`src/hw/rtl/sqfe_pkg.sv`:
```
// Shared widths and bundle types for the sliding quadratic fit block.
// No dependencies; imported by every module of the block.
`timescale 1ns / 1ps

package sqfe_pkg;

  localparam int CFG_W    = 5;
  localparam int M0_W     = 32;
  localparam int M1_W     = 32;
  localparam int M2_W     = 40;
  localparam int EST_W    = 40;
  localparam int CNT_W    = 32;
  localparam int DATA_W   = 32;
  localparam int ADDR_W   = 3;
  localparam int HW_RESET = 4;

  // moment sums as held between the update stage and the estimate stage
  typedef struct packed {
    logic signed [M2_W-1:0] m2;
    logic signed [M1_W-1:0] m1;
    logic signed [M0_W-1:0] m0;
  } mom_t;

  // one finished result
  typedef struct packed {
    logic signed [EST_W-1:0] amp;
    logic signed [EST_W-1:0] slope;
    logic signed [EST_W-1:0] curv;
    logic                    curv_fell;
    logic                    curv_rose;
    logic                    peak_seen;
    logic [CNT_W-1:0]        center;
    logic                    full;
  } est_t;

endpackage

```
`src/hw/rtl/sqfe_estimate.sv`:
```
// Output stage: amplitude, slope and curvature from the moment sums, sign-change flags,
// and the output register. Uses sqfe_pkg.
`timescale 1ns / 1ps

module sqfe_estimate
  import sqfe_pkg::*;
#(
  parameter int RW = 10
) (
  input  logic             clk,
  input  logic             rst_n,
  input  logic             clear,
  input  logic             s1_valid,
  input  logic             out_stall,
  input  mom_t             mom,
  input  logic [RW-1:0]    r0,
  input  logic [RW-1:0]    r2,
  input  logic [CNT_W-1:0] cnt,
  input  logic             full,
  output logic             adv,
  output logic             out_valid,
  output est_t             res
);

  localparam int PW = RW + 1 + M0_W;

  logic                    out_valid_r;
  est_t                    res_r;
  est_t                    res_nxt;
  logic                    prev_curv_pos_r;
  logic                    prev_slope_pos_r;
  logic                    load;
  logic signed [PW-1:0]    p_r2;
  logic signed [PW-1:0]    p_r0;
  logic signed [EST_W-1:0] y2;
  logic signed [EST_W-1:0] amp;
  logic signed [EST_W-1:0] curv;
  logic                    curv_pos;
  logic                    slope_pos;

  assign adv  = !out_valid_r || !out_stall;
  assign load = s1_valid && adv;

  always_comb begin
    p_r2      = $signed({1'b0, r2}) * mom.m0;
    p_r0      = $signed({1'b0, r0}) * mom.m0;
    y2        = EST_W'(mom.m2);
    amp       = EST_W'(p_r2) - ((y2 <<< 2) + y2);
    curv      = ((y2 <<< 1) + y2) - EST_W'(p_r0);
    curv_pos  = !curv[EST_W-1] && (|curv);
    slope_pos = !mom.m1[M1_W-1] && (|mom.m1);

    res_nxt.amp       = amp;
    res_nxt.slope     = EST_W'(mom.m1);
    res_nxt.curv      = curv;
    res_nxt.curv_fell = prev_curv_pos_r && curv[EST_W-1];
    res_nxt.curv_rose = !prev_curv_pos_r && curv_pos;
    res_nxt.peak_seen = prev_slope_pos_r && mom.m1[M1_W-1];
    res_nxt.center    = cnt;
    res_nxt.full      = full;
  end

  always_ff @(posedge clk) begin
    if (!rst_n) begin
      out_valid_r      <= 1'b0;
      prev_curv_pos_r  <= 1'b0;
      prev_slope_pos_r <= 1'b0;
    end else begin
      out_valid_r <= load || (out_valid_r && out_stall);
      if (clear) begin
        prev_curv_pos_r  <= 1'b0;
        prev_slope_pos_r <= 1'b0;
      end else if (load) begin
        prev_curv_pos_r  <= curv_pos;
        prev_slope_pos_r <= slope_pos;
      end
    end
  end

  always_ff @(posedge clk) begin
    if (load) begin
      res_r <= res_nxt;
    end
  end

  assign out_valid = out_valid_r;
  assign res       = res_r;

endmodule
```
`config.mk`:
```
export PLATFORM = sky130hd
export DESIGN_NAME = sqfe_estimate
export DESIGN_NICKNAME = d
export VERILOG_FILES = /design/src/hw/rtl/sqfe_pkg.sv /design/src/hw/rtl/sqfe_estimate.sv
export SDC_FILE = /design/constraint.sdc
export NUM_CORES = 2
export LEC_CHECK = 0
export BUFFER_PORTS_ARGS = -buffer_cell sky130_fd_sc_hd__clkbuf_2
export CAP_MARGIN = 20
export CORE_MARGIN = 1.5
export CORE_UTILIZATION = 40
export DETAILED_ROUTE_END_ITERATION = 10
export RECOVER_POWER = 50
export SYNTH_ARGS = -nofsm -noshare
export SYNTH_HDL_FRONTEND = slang
export SYNTH_SLANG_ARGS = --single-unit
```
`constraint.sdc`:
```
create_clock -name clk -period 8.2 [get_ports clk]
set_input_delay 0.41 -clock clk [delete_from_list [all_inputs] [get_ports clk]]
set_output_delay 0.41 -clock clk [all_outputs]
set_load 0.05 [all_outputs]
```
==> impl_metrics.toml <==
[yosys]
synth_seq_cells = 151
synth_top_area_frac = 0.431
syn-cell-area_sq_um = 30600
synthCells = 3125
synthFlopType = "edfxtp_1"
syn_nets = 4143
yosys.area.top_type = "fa_1"
synth_edf_count = 148
seq_area_frac_synth = 0.147
async_flop_share = 0
yosysWarnings = 0
synthDistinctLibCells = 76
avgSynthCellArea_sq_um = 9.79
ys_top_cells_by_area = "fa_1 43%, edfxtp_1 15%, inv_1 9.5%, ha_1 8.1%, and2_1 7.4%"

[run_status]
status = "finished, violations left"
violations = "capacitance limit, slew limit"

[route]
dr.pass1.iters = 6
drc_errors = 0
postRouteWirelength_microns = 75700
detailroute.via_count = 21600
viasPerCell = 4.97
routedWlPerCell_microns = 17.4
drtIter0Drc = 1102
final_antenna_net_count = 0

[clock_network]
clk_pin_slew_worst_paths_ns = 0.08
cts_buffers = 17
clock-root-buffer = "clkbuf_16"
ctsHoldBuffers = 0
cts_tree = "done"
htree_num_levels = 4
cts_setup_buffers = 0
cts.sinks = 151
ctsLongestPathBuffers = 2
clk_latency_ns = 0.48
post_cts_resized = 0

[floorplan]
ios = 320
core_sq_um = 75800
die_area_sq_um = 78200
num_rows = 101
die_w_microns = 280
initial_core_util = 0.404
die_y_microns = 280

[worst_setup_path]
end_kind = "register"
crit_type = "in2reg"
worstSetupStartpointType = "input pin"
cp_max_fo = 25
rrSetupSlack_ns = 3.18
cp.required_ns = 8.58
arrival_ns = 7.65

[global_routing]
grtUsageTotal = 0.205
grt_first_pass_wirelength_microns = 123000
overflow = 0
grt_max_degree = 62
grt_pass1_vias = 23200
antenna_found_initial = 5

[sta]
fin_crit_ns = 7.26
tns_ns = 0
hold_viol_final = 0
setup_viol = 0
report.final.slew_viol_count = 62
skew_ns = 0.0287
tightest_slew_ns = 3.02
max_slew_margin = -1.02
min_period_over_period = 0.886
grt_setup_unrepaired = "false"
max_freq_ghz = 0.138

[finish]
syn2layout_area_growth_pct = 9.43
layout_common_cells = "771 x inv_1, 659 x fa_1, 361 x and2_1"
layout-drive-gt1-share = 0.0701
final_nets = 4372
layout_commonest_cell = "inv_1"

[flow_run]
maxCapViolCount = 1

[placement]
place.gp.congestion = 0.850
port_buffers = 319
hpwl_microns = 62900

[worst_hold_path]
hold_class = "in2reg"
synth_stat cells, types with 12 or more instances:
| library cell | number |
|---|---|
| a211oi_1 | 12 |
| a21o_1 | 39 |
| a21oi_1 | 65 |
| and2_1 | 362 |
| clkbuf_1 | 130 |
| edfxtp_1 | 148 |
| fa_1 | 659 |
| ha_1 | 197 |
| inv_1 | 772 |
| nand2_1 | 338 |
| nand3_1 | 13 |
| nor2_1 | 51 |
| nor3_1 | 18 |
| nor4_1 | 12 |
| o211ai_1 | 13 |
| o21ai_0 | 26 |
| o21bai_1 | 13 |
| xnor2_1 | 64 |
| xor2_1 | 31 |
metrics by stage:
| stage | utilization | cells | hold WS [ns] | area, sq um | worst slack [ns] |
|---|---|---|---|---|---|
| floorplan | - | 3125 | 0.436 | 30600 | 1.38 |
| global placement | 0.437 | 4313 | 0.458 | 33100 | 0.577 |
| detailed placement | 0.437 | 4313 | 0.465 | 33100 | 0.500 |
| CTS | 0.445 | 4345 | 0.0476 | 33700 | 1.01 |
| global route | 0.442 | 4345 | 0.0650 | 33500 | 0.560 |
| finish | 0.442 | 4349 | 0.102 | 33500 | 0.938 |
area by class of cell:
type                            instances  area (sq um)
Fill cell                            7501         42300
Multi-Input combinational cell       2057         22600
Sequential cell                       151          4500
Inverter                              772          2900
Timing Repair Buffer                  355          1650
Tap cell                              978          1220
Clock buffer                           17           425
Clock inverter                         15           180
Antenna cell                            4          10.0
path summary, 6_finish.rpt:
| kind | startpoint | depth (start not counted) | end |
|---|---|---|---|
| max reg2reg | out_valid | 5 | res[135] |
| min reg2reg | prev_slope_pos_r | 2 | prev_slope_pos_r |
| min | cnt[24] | 1 | res[25] |
| max | r0[1] | 26 | prev_curv_pos_r |
cell families after synthesis:
family	synth area share
adders and majority gates	0.512
xor gates and xnor gates	0.0272
DFF	0.147
buffers and inverters	0.114
and+or+nand+nor	0.143
AOI/OAI and AO/OA	0.0564
muxes	0.000654
registers in the layout, summed over array words and instances (netlist names):
register / flops
res: 148
out_valid: 1
prev_curv_pos_r: 1
prev_slope_pos_r: 1
layer usage:
metal | up-vias | GRT usage | wire length [microns]
li1 | 9809 | - | -
met1 | 11300 | 0.263 | 31700
met2 | 467 | 0.366 | 39000
met3 | 60 | 0.0289 | 3740
met4 | 6 | 0.0444 | 1200
met5 | - | 0 | 39
worst max-delay path, cell delays in order:
cell	delay, ns
clkbuf_2	0.50
and2_1	0.28
fa_1	0.42
inv_1	0.26
fa_1	0.47
inv_1	0.08
fa_1	0.44
fa_1	0.55
inv_1	0.05
fa_1	0.47
inv_1	0.05
fa_1	0.47
inv_1	0.04
ha_1	0.42
nor3b_1	0.09
a21oi_1	0.13
buf_4	0.17
o211ai_1	0.11
a2111oi_2	0.36
o2111ai_1	0.14
or4_1	0.45
or4_1	0.55
nor4_2	0.17
and4b_1	0.25
a311oi_1	0.10
a31o_1	0.20
Power is not shown: default switching activity piles up to over one toggle a cycle in this logic, so the estimate is an artifact.
