### src/hw/rtl/sqfe_pkg.sv
// Shared widths and bundle types for the sliding quadratic fit block.
// No dependencies; imported by every module of the block.
`timescale 1ns / 1ps

package sqfe_pkg;

  localparam int CFG_W    = 5;
  localparam int M0_W     = 32;
  localparam int M1_W     = 32;
  localparam int M2_W     = 40;
  localparam int EST_W    = 40;
  localparam int CNT_W    = 32;
  localparam int DATA_W   = 32;
  localparam int ADDR_W   = 3;
  localparam int HW_RESET = 4;

  // moment sums as held between the update stage and the estimate stage
  typedef struct packed {
    logic signed [M2_W-1:0] m2;
    logic signed [M1_W-1:0] m1;
    logic signed [M0_W-1:0] m0;
  } mom_t;

  // one finished result
  typedef struct packed {
    logic signed [EST_W-1:0] amp;
    logic signed [EST_W-1:0] slope;
    logic signed [EST_W-1:0] curv;
    logic                    curv_fell;
    logic                    curv_rose;
    logic                    peak_seen;
    logic [CNT_W-1:0]        center;
    logic                    full;
  } est_t;

endpackage

### src/hw/rtl/sqfe_cell.sv
// One sample cell of the window shift line.
// Loads the new sample when it is the head cell, else its upper neighbor. Uses sqfe_pkg.
`timescale 1ns / 1ps

module sqfe_cell
  import sqfe_pkg::*;
#(
  parameter int SB = 16
) (
  input  logic          clk,
  input  logic          rst_n,
  input  logic          clear,
  input  logic          shift,
  input  logic          head,
  input  logic [SB-1:0] new_smp,
  input  logic [SB-1:0] nbr_smp,
  output logic [SB-1:0] smp_q
);

  logic [SB-1:0] smp_r;
  logic [SB-1:0] smp_nxt;

  always_comb begin
    smp_nxt = smp_r;
    if (clear) begin
      smp_nxt = '0;
    end else if (shift) begin
      smp_nxt = head ? new_smp : nbr_smp;
    end
  end

  always_ff @(posedge clk) begin
    if (!rst_n) begin
      smp_r <= '0;
    end else begin
      smp_r <= smp_nxt;
    end
  end

  assign smp_q = smp_r;

endmodule

### src/hw/rtl/sqfe_window.sv
// Row of sample cells holding the fit window; the oldest sample leaves at cell 0.
// Depends on sqfe_cell and sqfe_pkg.
`timescale 1ns / 1ps

module sqfe_window
  import sqfe_pkg::*;
#(
  parameter int DEPTH = 33,
  parameter int SB    = 16
) (
  input  logic                     clk,
  input  logic                     rst_n,
  input  logic                     clear,
  input  logic                     shift,
  input  logic [$clog2(DEPTH)-1:0] head,
  input  logic [SB-1:0]            din,
  output logic [SB-1:0]            dout
);

  localparam int IDX_W = $clog2(DEPTH);

  logic [SB-1:0] smp [DEPTH];

  for (genvar i = 0; i < DEPTH; i++) begin : g_cell
    logic [SB-1:0] nbr;
    if (i == DEPTH - 1) begin : g_top
      assign nbr = '0;
    end else begin : g_mid
      assign nbr = smp[i+1];
    end

    sqfe_cell #(
      .SB(SB)
    ) u_cell (
      .clk    (clk),
      .rst_n  (rst_n),
      .clear  (clear),
      .shift  (shift),
      .head   (head == IDX_W'(i)),
      .new_smp(din),
      .nbr_smp(nbr),
      .smp_q  (smp[i])
    );
  end

  assign dout = smp[0];

endmodule

### config.mk
export PLATFORM = sky130hd
export DESIGN_NAME = sqfe_window
export DESIGN_NICKNAME = d
export VERILOG_FILES = /design/src/hw/rtl/sqfe_pkg.sv /design/src/hw/rtl/sqfe_cell.sv /design/src/hw/rtl/sqfe_window.sv
export SDC_FILE = /design/constraint.sdc
export NUM_CORES = 1
export LEC_CHECK = 0
export BUFFER_PORTS_ARGS = -buffer_cell sky130_fd_sc_hd__buf_2
export CORE_MARGIN = 1.5
export CORE_UTILIZATION = 56
export DETAILED_ROUTE_END_ITERATION = 16
export GPL_TIMING_DRIVEN = 1
export PLACE_DENSITY_LB_ADDON = 0.25
export REMOVE_ABC_BUFFERS = 1
export SLEW_MARGIN = 20
export SYNTH_ARGS = -nofsm -noshare
export SYNTH_HDL_FRONTEND = slang
export SYNTH_SLANG_ARGS = --single-unit
### constraint.sdc
create_clock -name clk -period 1.8 [get_ports clk]
set_clock_uncertainty 0.15 [all_clocks]
set_input_delay 0.18 -clock clk [delete_from_list [all_inputs] [get_ports clk]]
set_output_delay 0.18 -clock clk [all_outputs]
set_load 0.005 [all_outputs]
==> metrics.md <==
| Metric | Value |
|---|---|
| CTS clk-pin slew, worst paths | 0.06 ns |
| Hold Fails Final Rpt | 0 |
| Largest net degree at the start of global routing | 159 |
| Status | finished, final reports clean |
| Yosys Warn Count | 0 |
| Flop pwr share | 46.4% |
| Clk buf depth | 3 |
| Initial antenna violation count | 0 |
| Syn avg cell area | 7.75 µm² |
| Lkg Pwr | 0.00939 µW |
| Max-slew violations | 0 |
| Hold Crit Class | in2reg |
| Crit Path Max Fanout | 7 |
| Slew margin rel. | 54.1% |
| RSZ-0062 raised after global routing | no |
| Final worst setup slack | 0.0277 ns |
| Total congestion overflow | 0 |
| CTS tree | done |
| Via Count | 23,900 |
| Worst VDD drop | 0.676 mV |
| Clk network pwr share | 43.1% |
| Htree depth | 2 |
| First-pass GRT wire length | 120 mm |
| Setup WS pre-CTS | -0.185 ns |
| Max-Cap Viols | 0 |
| IO Port Bufs | 41 |
| Routed wire length | 76.8 mm |
| Total GRT Usage | 33.8% |
| Finished Core Util | 64.9% |
| Gpl congestion | 0.854 |
| Area Growth Syn to Fin | 14.6% |
| ANT nets after route | 0 |
| Postcts setup bufs | 0 |
| Mapped Cells | 3,058 |
| Int Pwr | 19,600 µW |
| Tcrit/Tclk final | 98.5% |
| Most frequent CP cell | dlygate4sd3_1 |
| Core area | 41,900 µm² |
| Initial core utilization | 56.6% |
| Die Area | 43,600 µm² |
| Net Sw Frac | 25.9% |
| Crit-path slowest cell | dlygate4sd3_1 |
| Crit. End Element | flop |
| Die X | 209 µm |
| Final hold slack | 0.0351 ns |
| CTS Root Cell | clkbuf_16 |
| Sequential area share after synthesis | 44.6% |
| Worst-path cell chain | dlygate4sd3_1 -> buf_2 -> nand2b_2 -> dlygate4sd3_1 -> a221oi_1 |
| Minimum clock period | 1.77 ns |
| Clock Latency Late Sink | 0.63 ns |
| DRT iter0 DRCs | 3,500 |
| Rows | 75 |
| Max FFs per register | 528 |
| Logic gate share of total power | 10.5% |
| Number of flops mapped to enable cells by yosys | 0 |
| Wire per inst | 21.8 µm |
| P per Cell Area | 972 nW/µm² |
| CTS buffer count | 54 |
| WP data arrival | 2.13 ns |
| Ys async rst share | 0% |
| Crit path kind | in2reg |
| CTS Sinks | 528 |
| Vias in the first global route | 22,300 |
| Measured slew at the worst slew-check pin | 0.689 ns |
| Yosys reg bits | 528 |
| Startpoint types | input port |
| Post-synth top flop | dfxtp_1 |
| CTS resizes | 0 |
| Fmax | 564 MHz |
| Slowest stage delay, CP | 0.72 ns |
| Vias/cell | 6.78 |
| Total negative slack | 0 ns |
| Share of cells above drive strength 1 | 11.6% |
| WP data required | 2.16 ns |
| NetSw | 6830 µW |
| Post-DP HPWL | 42.7 mm |
| Final setup viols | 0 |
| DR pass1 iterations | 9 |
| Remaining DRCs | 0 |
| Chip Height | 209 µm |
| Nets | 2,970 |
| Netlist cell types | 37 |
| Cell Area, Synth | 23,700 µm² |
| I/O pins | 42 |
-- per-stage QoR --
stage               power (µW)  instance area (µm²)  cells
CTS                      26400                27200   3526
global placement         15000                25200   3407
detailed placement       15100                25200   3407
floorplan                14100                22000   2654
global route             27200                27200   3526
finish                   26400                27200   3527
-- synth_stat cells (17+ instances only) --
master	n	area (µm²)
a21oi_1	940	4700
a221oi_1	20	175
a31oi_1	24	150
and3b_1	32	280
buf_1	26	97.6
buf_2	55	275
buf_6	17	191
clkbuf_1	284	1070
clkbuf_2	20	100
dfxtp_1	528	10600
inv_1	21	78.8
o21a_1	18	135
o21ai_0	938	4690
o221ai_1	21	184
-- per-layer routing --
metal | GRT usage [%] | vias up | wire length (µm)
met2 | 53.0 | 1418 | 35400
met1 | 46.3 | 11400 | 31100
met3 | 5.49 | 193 | 8090
met5 | 0 | - | 0
met4 | 13.8 | 0 | 2270
li1 | - | 10900 | -
-- logic make-up (layout without fill, tap and decap cells) --
| logic type | Yosys count | in the layout | synth area share, % |
|---|---|---|---|
| other cells | 0 | 1 | 0 |
| compound gates | 1989 | 1989 | 43.3 |
| buf+inv | 426 | 355 | 7.71 |
| flops | 528 | 528 | 44.6 |
| simple gates | 115 | 115 | 4.42 |
-- repair_timing --
| action | CTS | global route |
|---|---|---|
| hold buffers | 20 | 0 |
| setup endpoints to repair | 0 | 0 |
| endpoints found under the hold margin | 118 | 0 |
-- layout by cell type, fill, tap and decap left out, types with 7 or more instances in the layout --
cell,Yosys,layout
buf_12,0,76
clkbuf_16,0,54
o21ai_1,11,11
and3_1,16,16
nor3b_4,9,9
buf_4,2,98
a221oi_1,20,20
nand2_1,8,7
o21ai_0,938,938
buf_2,55,39
o21a_1,18,18
and3b_1,32,32
a21oi_1,940,940
o221ai_1,21,21
a31oi_1,24,24
a32oi_1,16,16
dfxtp_1,528,528
inv_1,21,21
dlygate4sd3_1,0,20
clkinv_2,0,16
nor2_1,16,16
clkbuf_8,0,15
clkbuf_1,284,8
-- power by group through the flow --
stage               clock network (µW)  registers [µW]  logic, µW
finish                           11400           12200       2770
floorplan                            0           12400       1640
CTS                              11400           12200       2690
global placement                     0           12500       2580
global route                     11900           12300       2970
detailed placement                   0           12500       2640
-- final timing paths --
check,from,to,slack [ns],cells after the start
setup reg to reg,g_cell[9].u_cell.smp_q[15],g_cell[9].u_cell.smp_q[15],0.75,3
hold / removal,head[1],g_cell[20].u_cell.smp_q[6],0.04,5
hold reg to reg,g_cell[17].u_cell.smp_q[4],g_cell[16].u_cell.smp_q[4],0.31,2
setup / recovery,clear,g_cell[5].u_cell.smp_q[15],0.03,5
-- cell type report --
| class | count | area, µm² |
|---|---|---|
| Multi-Input combinational cell | 2104 | 11400 |
| Clock buffer | 77 | 1590 |
| Antenna cell | 1 | 2.50 |
| Tap cell | 539 | 674 |
| Sequential cell | 528 | 10600 |
| Timing Repair Buffer | 234 | 2670 |
| Fill cell | 3507 | 14700 |
| Clock inverter | 22 | 204 |
| Inverter | 22 | 90.1 |
-- critical path, delay by kind of cell --
kind / cells / cell delay, ns
simple gates: 1 / 0.29
buf+inv: 3 / 1.39
compound gates: 1 / 0.25
Note: power is estimated with default switching activity, not from simulation.
